### config.mk
export PLATFORM = sky130hd
export DESIGN_NAME = memory_protection_region_checker_core
export DESIGN_NICKNAME = d
export VERILOG_FILES = /design/src/rtl/core/mprc_pkg.sv /design/src/rtl/core/mprc_cell.sv /design/src/rtl/core/memory_protection_region_checker_core.sv
export SDC_FILE = /design/constraint.sdc
export NUM_CORES = 2
export LEC_CHECK = 0
export ABC_AREA = 1
export BUFFER_PORTS_ARGS = -buffer_cell sky130_fd_sc_hd__buf_2
export CAP_MARGIN = 20
export CORE_MARGIN = 2
export CORE_UTILIZATION = 50
export CTS_CLUSTER_SIZE = 24
export DETAILED_ROUTE_END_ITERATION = 10
export PLACE_DENSITY = 0.74
export SLEW_MARGIN = 40
export SYNTH_ARGS = -nofsm -noshare
export SYNTH_HDL_FRONTEND = slang
export SYNTH_SLANG_ARGS = --single-unit
### constraint.sdc
create_clock -name clk -period 15.6 [get_ports clk]
set_clock_uncertainty 0.1 [all_clocks]
set_input_delay 2.34 -clock clk [delete_from_list [all_inputs] [get_ports clk]]
set_output_delay 2.34 -clock clk [all_outputs]
set_load 0.005 [all_outputs]
### src/rtl/core/mprc_pkg.sv
`default_nettype none
package mprc_pkg;
	localparam int MaxRegions = 16;
	localparam int MinRegionBytes = 32;
	localparam logic [32:0] MaxRegionBytes = 33'd1073741824;
	localparam int MaxAccessBytes = 16;
	localparam int IdxW = 4;
	localparam int CntW = 5;
	localparam int AccW = 5;

	typedef enum logic [2:0] {
		FN_CHECK = 3'd0, FN_ADD = 3'd1, FN_REMOVE = 3'd2, FN_UPDATE = 3'd3,
		FN_READ = 3'd4, FN_STATS = 3'd5, FN_CLEAR = 3'd6, FN_NONE = 3'd7
	} func_t;

	typedef enum logic [3:0] {
		ST_OK = 4'd0, ST_UNCOVERED = 4'd1, ST_NOPERM = 4'd2, ST_WRONGCORE = 4'd3,
		ST_FULL = 4'd4, ST_MISALIGNED = 4'd5, ST_BADREGION = 4'd6,
		ST_OVERLAP = 4'd7, ST_BADINDEX = 4'd8
	} status_t;

	typedef enum logic [1:0] {S_IDLE, S_SCAN, S_DONE} state_t;

	typedef struct packed {
		logic [31:0] base;
		logic [31:0] len;
		logic [7:0] attr;
	} region_t;

	// per-cell probe: a byte address (scan) or a region range (overlap)
	typedef struct packed {
		logic [32:0] lo;
		logic [32:0] hi;
	} probe_t;

	// what a cell tells the controller about the probe
	typedef struct packed {
		logic hit;
		logic [7:0] attr;
	} hit_t;
endpackage
`default_nettype wire

### src/rtl/core/mprc_cell.sv
`default_nettype none
module mprc_cell
	import mprc_pkg::*;
(
	input  wire logic    clk,
	input  wire logic    live,
	input  wire logic    load,
	input  wire region_t load_data,
	input  wire logic    shift,
	input  wire region_t next_data,
	input  wire probe_t  probe,
	output region_t      data,
	output hit_t         hit
);
	region_t entry_q;
	logic [32:0] end_a;

	always_ff @(posedge clk) begin
		if (load) entry_q <= load_data;
		else if (shift) entry_q <= next_data;
	end

	// range [lo, hi) intersects [base, base+len)
	always_comb begin
		end_a = {1'b0, entry_q.base} + {1'b0, entry_q.len};
		hit.hit = live && (probe.lo < end_a) && ({1'b0, entry_q.base} < probe.hi);
		hit.attr = entry_q.attr;
	end
	assign data = entry_q;
endmodule
`default_nettype wire

### src/rtl/core/memory_protection_region_checker_core.sv
`default_nettype none
// Memory protection region checker. A row of sixteen region cells holds the
// compacted table; each cell compares its own region against a probe range in
// parallel. A table operation (add, remove, update, read, stats, clear) does
// its work in the cell row in the SCAN state, and its result word is then
// offered in DONE. An access check walks its bytes one per cycle through the
// cell row and stops at the first failing byte. Once the result word is taken
// the block returns to idle, and only there accepts the next word. Remove
// shifts all later cells down together. protection_enable low makes every
// check pass with no counter change. Configuration must be written only while
// the block is idle; the block itself does not enforce this.
module memory_protection_region_checker_core
	import mprc_pkg::*;
(
	input  wire logic        clk,
	input  wire logic        arst_n,
	input  wire logic        cfg_we,
	input  wire logic        cfg_wdata,
	input  wire logic        in_valid,
	output logic             in_ready,
	input  wire logic [2:0]  func,
	input  wire logic [3:0]  region_index,
	input  wire logic [31:0] address,
	input  wire logic [31:0] length,
	input  wire logic [2:0]  perms,
	input  wire logic        cacheable,
	input  wire logic        bufferable,
	input  wire logic        core_bound,
	input  wire logic [1:0]  core,
	output logic             out_valid,
	input  wire logic        out_ready,
	output logic [3:0]       status,
	output logic [3:0]       slot,
	output logic [31:0]      region_base,
	output logic [31:0]      region_length,
	output logic [2:0]       region_perms,
	output logic             region_cacheable,
	output logic             region_bufferable,
	output logic             region_core_bound,
	output logic [1:0]       region_core,
	output logic [4:0]       region_count,
	output logic [31:0]      passed_checks,
	output logic [31:0]      failed_checks
);
	state_t state_q, state_d;
	logic enable_q;
	logic [CntW-1:0] count_q;
	logic [31:0] pass_q, fail_q;
	logic [2:0] func_q;
	logic [IdxW-1:0] idx_q;
	logic [31:0] addr_q, len_q;
	logic [2:0] perms_q;
	logic [1:0] core_q;
	logic [2:0] attr_q;
	logic [AccW-1:0] left_q;
	logic [32:0] byte_q;
	status_t st_q;

	region_t cell_data [MaxRegions];
	hit_t    cell_hit  [MaxRegions];
	logic    cell_load [MaxRegions];
	logic    cell_shift[MaxRegions];
	probe_t  probe;
	region_t new_reg;

	logic accept, finish, any_hit, skip_hit;
	logic [7:0] first_attr;
	status_t vstat;
	logic [32:0] vend;

	assign accept = in_valid && in_ready;
	assign new_reg = '{base: addr_q, len: len_q,
		attr: {core_q, attr_q, perms_q}};

	// probe is a byte for a check, else the region under add/update
	always_comb begin
		if (func_q == FN_CHECK) begin
			probe.lo = byte_q;
			probe.hi = byte_q + 33'd1;
		end else begin
			probe.lo = {1'b0, addr_q};
			probe.hi = {1'b0, addr_q} + {1'b0, len_q};
		end
	end

	genvar g;
	generate
		for (g = 0; g < MaxRegions; g++) begin : g_cell
			mprc_cell u_cell (
				.clk(clk),
				.live(CntW'(g) < count_q),
				.load(cell_load[g]),
				.load_data(new_reg),
				.shift(cell_shift[g]),
				.next_data(g + 1 < MaxRegions ? cell_data[(g+1) % MaxRegions] : cell_data[g]),
				.probe(probe),
				.data(cell_data[g]),
				.hit(cell_hit[g])
			);
		end
	endgenerate

	// first hitting cell; overlap ignores the slot under update
	always_comb begin
		any_hit = 1'b0;
		skip_hit = 1'b0;
		first_attr = '0;
		for (int i = MaxRegions - 1; i >= 0; i--) begin
			if (cell_hit[i].hit) begin
				any_hit = 1'b1;
				first_attr = cell_hit[i].attr;
			end
			if (cell_hit[i].hit && !(func_q == FN_UPDATE && IdxW'(i) == idx_q))
				skip_hit = 1'b1;
		end
	end

	// region validation in priority order
	always_comb begin
		vend = {1'b0, addr_q} + {1'b0, len_q};
		if (addr_q[4:0] != '0) vstat = ST_MISALIGNED;
		else if (len_q == '0) vstat = ST_BADREGION;
		else if (len_q[4:0] != '0) vstat = ST_MISALIGNED;
		else if ({1'b0, len_q} > MaxRegionBytes) vstat = ST_BADREGION;
		else if (vend > 33'h0FFFFFFFF) vstat = ST_BADREGION;
		else if (perms_q == '0) vstat = ST_BADREGION;
		else vstat = ST_OK;
	end

	always_comb begin
		state_d = state_q;
		case (state_q)
			S_IDLE: if (accept) state_d = S_SCAN;
			S_SCAN: if (finish) state_d = S_DONE;
			S_DONE: if (out_ready) state_d = S_IDLE;
			default: state_d = S_IDLE;
		endcase
	end

	// a check finishes on its last byte or first failing byte, or when protection is off or the length is zero
	always_comb begin
		finish = 1'b1;
		if (func_q == FN_CHECK && enable_q && left_q != '0) begin
			if (any_hit && (first_attr[2:0] & perms_q) == perms_q &&
				!(first_attr[5] && first_attr[7:6] != core_q))
				finish = (left_q == AccW'(1));
		end
	end

	logic wr_ok;
	always_comb begin
		wr_ok = 1'b0;
		if (state_q == S_SCAN) begin
			if (func_q == FN_ADD)
				wr_ok = count_q < CntW'(MaxRegions) && vstat == ST_OK && !skip_hit;
			else if (func_q == FN_UPDATE)
				wr_ok = {1'b0, idx_q} < count_q && vstat == ST_OK && !skip_hit;
		end
		for (int i = 0; i < MaxRegions; i++) begin
			cell_load[i] = wr_ok && ((func_q == FN_ADD && CntW'(i) == count_q) ||
				(func_q == FN_UPDATE && IdxW'(i) == idx_q));
			cell_shift[i] = state_q == S_SCAN && func_q == FN_REMOVE &&
				{1'b0, idx_q} < count_q && IdxW'(i) >= idx_q;
		end
	end

	always_ff @(posedge clk or negedge arst_n) begin
		if (!arst_n) begin
			state_q <= S_IDLE;
			enable_q <= 1'b0;
			count_q <= '0;
			pass_q <= '0;
			fail_q <= '0;
		end else begin
			state_q <= state_d;
			if (cfg_we) enable_q <= cfg_wdata;
			if (state_q == S_SCAN) begin
				case (func_q)
					FN_CHECK: if (finish && enable_q) begin
						if (st_q == ST_OK && (left_q == '0 || (any_hit &&
							(first_attr[2:0] & perms_q) == perms_q &&
							!(first_attr[5] && first_attr[7:6] != core_q))))
							pass_q <= pass_q + 32'd1;
						else fail_q <= fail_q + 32'd1;
					end
					FN_ADD: if (wr_ok) count_q <= count_q + CntW'(1);
					FN_REMOVE: if ({1'b0, idx_q} < count_q) count_q <= count_q - CntW'(1);
					FN_CLEAR: begin
						pass_q <= '0;
						fail_q <= '0;
					end
					default: ;
				endcase
			end
		end
	end

	// payload and result words
	always_ff @(posedge clk) begin
		if (accept) begin
			func_q <= func;
			idx_q <= region_index;
			addr_q <= address;
			len_q <= length;
			perms_q <= perms;
			core_q <= core;
			attr_q <= {core_bound, bufferable, cacheable};
			left_q <= (length > 32'(MaxAccessBytes)) ? AccW'(MaxAccessBytes) : AccW'(length);
			byte_q <= {1'b0, address};
			st_q <= ST_OK;
			slot <= '0;
			{region_base, region_length, region_perms} <= '0;
			{region_cacheable, region_bufferable, region_core_bound, region_core} <= '0;
		end else if (state_q == S_SCAN) begin
			left_q <= left_q - AccW'(1);
			byte_q <= byte_q + 33'd1;
			case (func_q)
				FN_CHECK: if (enable_q && left_q != '0) begin
					if (!any_hit) st_q <= ST_UNCOVERED;
					else if ((first_attr[2:0] & perms_q) != perms_q) st_q <= ST_NOPERM;
					else if (first_attr[5] && first_attr[7:6] != core_q)
						st_q <= ST_WRONGCORE;
				end
				FN_ADD: begin
					if (count_q >= CntW'(MaxRegions)) st_q <= ST_FULL;
					else if (vstat != ST_OK) st_q <= vstat;
					else if (skip_hit) st_q <= ST_OVERLAP;
					slot <= wr_ok ? count_q[IdxW-1:0] : '0;
				end
				FN_UPDATE: begin
					if ({1'b0, idx_q} >= count_q) st_q <= ST_BADINDEX;
					else if (vstat != ST_OK) st_q <= vstat;
					else if (skip_hit) st_q <= ST_OVERLAP;
				end
				FN_REMOVE: if ({1'b0, idx_q} >= count_q) st_q <= ST_BADINDEX;
				FN_READ: begin
					if ({1'b0, idx_q} >= count_q) st_q <= ST_BADINDEX;
					else begin
						region_base <= cell_data[idx_q].base;
						region_length <= cell_data[idx_q].len;
						region_perms <= cell_data[idx_q].attr[2:0];
						region_cacheable <= cell_data[idx_q].attr[3];
						region_bufferable <= cell_data[idx_q].attr[4];
						region_core_bound <= cell_data[idx_q].attr[5];
						region_core <= cell_data[idx_q].attr[7:6];
					end
				end
				default: ;
			endcase
		end
	end

	assign in_ready = state_q == S_IDLE;
	assign out_valid = state_q == S_DONE;
	assign status = st_q;
	assign region_count = count_q;
	assign passed_checks = pass_q;
	assign failed_checks = fail_q;

`ifndef NO_ASSERTIONS
	a_count: assert property (@(posedge clk) disable iff (!arst_n)
		count_q <= CntW'(MaxRegions)) else $error("count above table size");
	a_cnt_idle: assert property (@(posedge clk) disable iff (!arst_n)
		state_q == S_IDLE |=> $stable(count_q)) else $error("count moved while idle");
	a_one_ctr: assert property (@(posedge clk) disable iff (!arst_n)
		state_q == S_SCAN && func_q == FN_CHECK |=> !($past(pass_q) != pass_q &&
		$past(fail_q) != fail_q)) else $error("both counters moved");
	a_out: assert property (@(posedge clk) disable iff (!arst_n)
		out_valid && !out_ready |=> out_valid && $stable(status))
		else $error("result dropped");
`endif
endmodule
`default_nettype wire
# Word level (Yosys, flattened, before mapping)
# Index checks and enable logic that the tools add are counted.
# totals
ff_bits	1421
inputBits	85
out_inout_bits	151
# op_classes
bitwise_logic	3
reduce_logical	201
add_sub_neg	23
muxes	122
order_cmp	71
n_eq_ne	52
# op_table
op	count
72-bit 2-to-1 mux	32
32-bit by 32-bit adder with 33-bit output	17
32-bit by 33-bit less-than comparator with 1-bit output	16
33-bit less-than comparator	16
72-bit binary-select mux with 4-bit select	1
32-bit 2-to-1 mux	6
8-bit 2-to-1 mux	16
32-bit one-hot mux with 2 select lines	2
1-bit logical AND	126
66-bit 2-to-1 mux	1
32-bit by 1-bit adder with 32-bit output, second input constant	2
4-bit by 5-bit == test with 1-bit output, first input constant	8
4-bit by 5-bit less-than comparator with 1-bit output, first input constant	8
4-bit 2-to-1 mux	10
1-bit 2-to-1 mux	37
2-bit nonzero test	18
33-bit by 1-bit adder with 33-bit output, second input constant	1
33-bit by 32-bit > comparator with 1-bit output, second input constant	1
4-bit == test, first input constant	8
32-bit by 31-bit > comparator with 1-bit output, second input constant	1
32-bit by 5-bit > comparator with 1-bit output, second input constant	1
32-bit zero test	1
4-bit >= comparator, first input constant	7
5-bit 2-to-1 mux	5
other kinds (51)	131

# Depth between registers and ports, before layout
# depth
ltp_word	30
mapped_depth	68
ltp_nobuf	67

# By module
# A second synthesis with hierarchy kept.
# hier_totals
hier_cells	19835
area_unflattened_um2	135387.3
# by_module_without_submodules
mod	seq_area_each_um2	area_per_inst_um2	n_inst	cells_per_inst
mprc_cell (g_cell[13].u_cell ...)	2162.1	6910.4	8	1000
mprc_cell (g_cell[6].u_cell ...)	2162.1	6852.8	4	992
memory_protection_region_checker_core	6906.6	25157.9	1	3893
mprc_cell (g_cell[0].u_cell ...)	2162.1	6872.8	3	992
mprc_cell (g_cell[12].u_cell)	2162.1	6916.6	1	998

# Worst setup path before layout
# OpenSTA, ideal clock, no wires.
# synth_path
kind	flip-flop to flip-flop
start	register g_cell[14].u_cell.entry_q, in the netlist g_cell[14].u_cell.data[40]
end	register g_cell[0].u_cell.entry_q, in the netlist g_cell[0].u_cell.data[0] (enable)
period_less_slack_ns	9.442
slack_ns	6.158
t_arrival_ns	8.200
setup_ns	1.142
path_buffers	2
path_stages_with_launch	49
path_cell_list	edfxtp_1 > ha_1 > inv_1 > fa_1 > o21ai_0 > nand3_1 > nand2_1 > a21oi_1 > nor2_1 > nor2_1 > o21ai_0 > nand3_1 > nand2_1 > nand3_1 > nand2_1 > nand3_1 > nand2_1 > nand3_1 > [... 13 more ...] > ha_1 > nand4_1 > nor3_1 > and3_1 > nand4_1 > nand4_1 > a211oi_4 > nand2_1 > a31oi_1 > nor4_2 > nand2_1 > o21ai_1 > nand2_2 > inv_6 > nand2_2 > buf_2 > buf_2 > o21ai_0
# synth_via
elab_chain_len	27
elab_cells_between_ends	29
classes_between	1 x add/sub; 2 x order compare; 18 x mux; 8 x reduce/logical
# synth_lines
element	line_no	source
from (decl)	mprc_cell.sv:15	region_t entry_q;
from (signal assigned)	mprc_cell.sv:19	if (load) entry_q <= load_data;
from (signal assigned)	mprc_cell.sv:20	else if (shift) entry_q <= next_data;
32-bit by 32-bit adder with 33-bit output	mprc_cell.sv:25	end_a = {1'b0, entry_q.base} + {1'b0, entry_q.len};
33-bit less-than comparator	mprc_cell.sv:26	hit.hit = live && (probe.lo < end_a) && ({1'b0, entry_q.base} < probe.hi);
1-bit logical AND	mprc_cell.sv:26	
1-bit logical AND *	mprc_cell.sv:26	
1-bit logical AND *	memory_protection_region_checker_core.sv:113	if (cell_hit[i].hit && !(func_q == FN_UPDATE && IdxW'(i) == idx_q))
1-bit 2-to-1 mux * (15 in series)	memory_protection_region_checker_core.sv:113	
1-bit zero test *	memory_protection_region_checker_core.sv:155, memory_protection_region_checker_core.sv:157	
1-bit logical AND	memory_protection_region_checker_core.sv:157	wr_ok = {1'b0, idx_q} < count_q && vstat == ST_OK && !skip_hit;
1-bit 2-to-1 mux	memory_protection_region_checker_core.sv:156	else if (func_q == FN_UPDATE)
1-bit 2-to-1 mux *	memory_protection_region_checker_core.sv:154	if (func_q == FN_ADD)
1-bit 2-to-1 mux *	memory_protection_region_checker_core.sv:153	if (state_q == S_SCAN) begin
1-bit logical AND *	memory_protection_region_checker_core.sv:160	cell_load[i] = wr_ok && ((func_q == FN_ADD && CntW'(i) == count_q) ||
2-bit nonzero test (no line) *	--	
to (signal assigned)	mprc_cell.sv:19	
to (signal assigned)	mprc_cell.sv:20	
to (decl)	mprc_cell.sv:15	
# Mark *: on every way between the ends. The rest lies on a longest branch, timed or not.
# A chain may end at the register's enable or synchronous reset.

# Final worst setup path
# layout_path
start	register len_q[0]
end	register g_cell[1].u_cell.entry_q, in the netlist g_cell[1].u_cell.data[9] (enable)
# layout_via
elab_chain_len	28
elab_cells_between_ends	86
classes_between	1 x add/sub; 18 x order compare; 25 x mux; 42 x reduce/logical
# layout_lines
element	line_no	source
from (decl)	memory_protection_region_checker_core.sv:51	logic [31:0] addr_q, len_q;
from (signal assigned)	memory_protection_region_checker_core.sv:204	len_q <= length;
32-bit by 32-bit adder with 33-bit output	memory_protection_region_checker_core.sv:82, memory_protection_region_checker_core.sv:120	
66-bit 2-to-1 mux	memory_protection_region_checker_core.sv:77	if (func_q == FN_CHECK) begin
32-bit by 33-bit less-than comparator with 1-bit output	mprc_cell.sv:26	
1-bit logical AND	mprc_cell.sv:26	
1-bit logical AND	memory_protection_region_checker_core.sv:113	
1-bit 2-to-1 mux (16 in series)	memory_protection_region_checker_core.sv:113	
1-bit zero test	memory_protection_region_checker_core.sv:155, memory_protection_region_checker_core.sv:157	
1-bit logical AND	memory_protection_region_checker_core.sv:157	
1-bit 2-to-1 mux	memory_protection_region_checker_core.sv:156	
1-bit 2-to-1 mux *	memory_protection_region_checker_core.sv:154	
1-bit 2-to-1 mux *	memory_protection_region_checker_core.sv:153	
1-bit logical AND *	memory_protection_region_checker_core.sv:160	
2-bit nonzero test (no line) *	--	
to (signal assigned)	mprc_cell.sv:19	
to (signal assigned)	mprc_cell.sv:20	
to (decl)	mprc_cell.sv:15	
# Marks and branches as above.

==> impl_metrics.ini <==
[run_status]
status = complete, no violations

[cells_and_area]
layout_commonest_cell = nand2_1
area_growth_pct = 8.66
layout_common_cells = nand2_1, ha_1, o21ai_0
final-seq-area_um2 = 41500
layout-drive-gt1-share_pct = 6.43
nets = 15049
fill_cells = 20544
multi_input_area_um2 = 65400

[floorplanning]
io_pins = 236
die_y_um = 477
rows = 173
initial_core_util_pct = 50.3
coreArea_um2 = 223000
die-area_um2 = 228000
die_w_um = 477

[pwr]
p_int_mw = 8.91
p_sw_mw = 7.08
powerDensity_nw_per_um2 = 131
seqPwrFrac_pct = 28.9
combinationalPowerShare_pct = 45.6
swShare_pct = 44.3
p_clk_share_pct = 25.5
p_leak_nw = 52.4
worst_ir_drop_vdd_uv = 140

[cts]
cts_tree = built
h-tree-depth = 4
post_cts_buffers = 0
cts.sinks = 1421
clk_pin_slew_ps = 60
cts_root_buffer = clkbuf_16
clockBufferDepth = 3
holdBufCountCts = 0
worstSkewPairLatency_ps = 850
cts_made_buffers = 162
ctsResizeCount = 0

[worst_setup_path]
slowest_delay_ps = 820
path_class = reg -> reg
cp.required_ps = 15970
cp_max_fo = 70
critPathLaunchType = flop
cpMostUsedCell = nand2_1
end_kind = flop
slowest_stage = nor3b_1
arrival_ps = 10780

[job]
drv_cap = 0

[logic_synthesis]
synth_cells = 13418
synth_ff_type = edfxtp_1
syn-num-nets = 15055
avgSynthCellArea_um2 = 8.35
ys_warn_count = 0
ys_types = 77
async_reset_ff_share_pct = 5.07
synth-edff-count = 1268
ys_seq_area_share_pct = 37.1
ys_seq_elements = 1421
netlist_area_um2 = 112000

[global_route]
grt_remaining_overflow = 0
antenna_found_initial = 11
grt_max_degree = 157
grt_first_pass_wirelength_um = 595000
grt_usage_pct = 34.5
grt_pass1_vias = 96299

[detailed_routing]
drt_wl_total_um = 404000
routed_via_density = 6.17
vias = 102013
postRouteAntennaNets = 0
drc = 0
drtIter0Drc = 11690
wire_per_inst_um = 24.5
dr.pass1.iters = 9

[timing]
worst_slack_ps = 5190
fin_crit_ps = 10410
max_freq_mhz = 96.1
post-route-period-util_pct = 66.7
worst_slew_pin_slew_ps = 980
drv_slew = 0
rsz0062_at_grt = no
setup_tns_ps = 0
maxSlewHeadroom_pct = 34.0
setup-violations-final = 0
hold_viol = 0

[place]
dp_hpwl_um = 320000
place.gp.congestion = 1.04
pre_cts_ws_ps = 5540
io_buffer_count = 235

[hold_path]
hold_path.class = reg -> reg
## kinds of logic (layout without fill, tap and decap cells)
| logic type | after synthesis | count (layout) | share of synthesized area (%) |
|---|---|---|---|
| and+or+nand+nor | 4834 | 4834 | 17.9 |
| other | 0 | 6 | 0 |
| adders and majority gates | 1552 | 1552 | 17.5 |
| buffers and inverters | 1377 | 1506 | 5.06 |
| DFF | 1421 | 1421 | 37.1 |
| AOI/OAI and AO/OA | 3654 | 3654 | 18.0 |
| xor gates and xnor gates | 579 | 579 | 4.53 |
| muxes | 1 | 1 | 0.00894 |
## metrics by stage
stage | util [%] | cells | hold slack [ps] | power, mW | cell area [um^2]
4_1_cts | 54.7 | 16521 | 342 | 15.7 | 122000
6_report | 54.7 | 16528 | 342 | 16.0 | 122000
3_3_place_gp | 52.1 | 16217 | 331 | 11.6 | 116000
2_1_floorplan | - | 13418 | 326 | 8.87 | 112000
3_5_place_dp | 52.2 | 16222 | 333 | 11.7 | 116000
5_1_grt | 54.7 | 16524 | 362 | 16.8 | 122000
## synthesized netlist by cell type, types with 13 or more instances
cell type | instances | share of area, %
nand2_1 | 2968 | 9.9
o21ai_0 | 1586 | 7.1
ha_1 | 1535 | 17
edfxtp_1 | 1268 | 34
a21oi_1 | 1073 | 4.8
nor2_1 | 821 | 2.8
inv_1 | 746 | 2.5
nand3_1 | 509 | 2.3
xnor2_1 | 386 | 3.0
clkbuf_1 | 383 | 1.3
o21ai_1 | 321 | 1.4
a22oi_1 | 283 | 1.9
nand4_1 | 233 | 1.3
xor2_1 | 193 | 1.5
nor3_1 | 150 | 0.67
buf_2 | 93 | 0.42
dfxtp_1 | 81 | 1.4
a211oi_1 | 75 | 0.50
dfrtp_1 | 72 | 1.6
inv_2 | 71 | 0.24
a31oi_1 | 51 | 0.28
buf_6 | 43 | 0.43
nor4_1 | 41 | 0.23
o211ai_1 | 32 | 0.21
a2111oi_0 | 31 | 0.24
o21bai_1 | 31 | 0.21
a21o_1 | 28 | 0.19
nand3b_1 | 27 | 0.18
buf_1 | 26 | 0.087
o31ai_1 | 25 | 0.17
nand2_2 | 23 | 0.13
o221ai_1 | 21 | 0.16
o2111ai_1 | 19 | 0.15
fa_1 | 17 | 0.30
o21a_1 | 13 | 0.087
## worst max-delay path: cells and delay by family (launching register included)
kind	cells	cell delay, ps
adder cells (fa/ha/maj)	3	850
buffers and inverters	5	1620
AO/OA/AOI/OAI	9	2230
flip-flops	1	450
AND/OR/NAND/NOR	21	4480
XOR/XNOR	1	140
## state kept, by name (all words and copies together) (netlist names), 5 cells and up
signal and count:
left_q 5, g_cell.u_cell.data 1152, addr_q 32, region_base 32
region_length 32, len_q 32, region_count 5, failed_checks 32
passed_checks 32, byte_q 33
## routing by layer
layer | wire length [um] | global-route usage [%] | vias to the layer above
li1 | - | - | 47833
met1 | 160000 | 46.1 | 47855
met2 | 174000 | 52.7 | 5461
met3 | 44900 | 6.43 | 856
met4 | 25500 | 18.9 | 8
met5 | 51 | 0 | -
## worst paths after layout
kind,start,to,slack (ps),cells past startpoint
max reg2reg,len_q[0],g_cell[1].u_cell.data[9],5190,39
min in group asynchronous,arst_n,passed_checks[23],1450,1
max in group asynchronous,arst_n,failed_checks[12],13450,1
min,region_length[17],region_length[17],340,2
min reg2reg,region_length[17],region_length[17],340,2
max,len_q[0],g_cell[1].u_cell.data[9],5190,39
## power groups by stage
stage	combinational, mW	clock, mW	sequential, mW
detailed placement	6.99	0	4.68
finish	7.29	4.08	4.61
CTS	7.04	4.08	4.60
global placement	6.88	0	4.68
floorplan	4.29	0	4.59
global route	7.91	4.22	4.63
## final cells by class
| type | instances | share of cell area, % |
|---|---|---|
| Clock inverter | 86 | 0.850 |
| Clock buffer | 213 | 3.69 |
| Sequential cell | 1421 | 34.1 |
| Inverter | 822 | 2.56 |
| Timing Repair Buffer | 385 | 1.97 |
| Antenna cell | 6 | 0.0123 |
| Multi-Input combinational cell | 10620 | 53.7 |
| Tap cell | 2975 | 3.06 |
No activity file was read; power rests on OpenSTA's default activity.
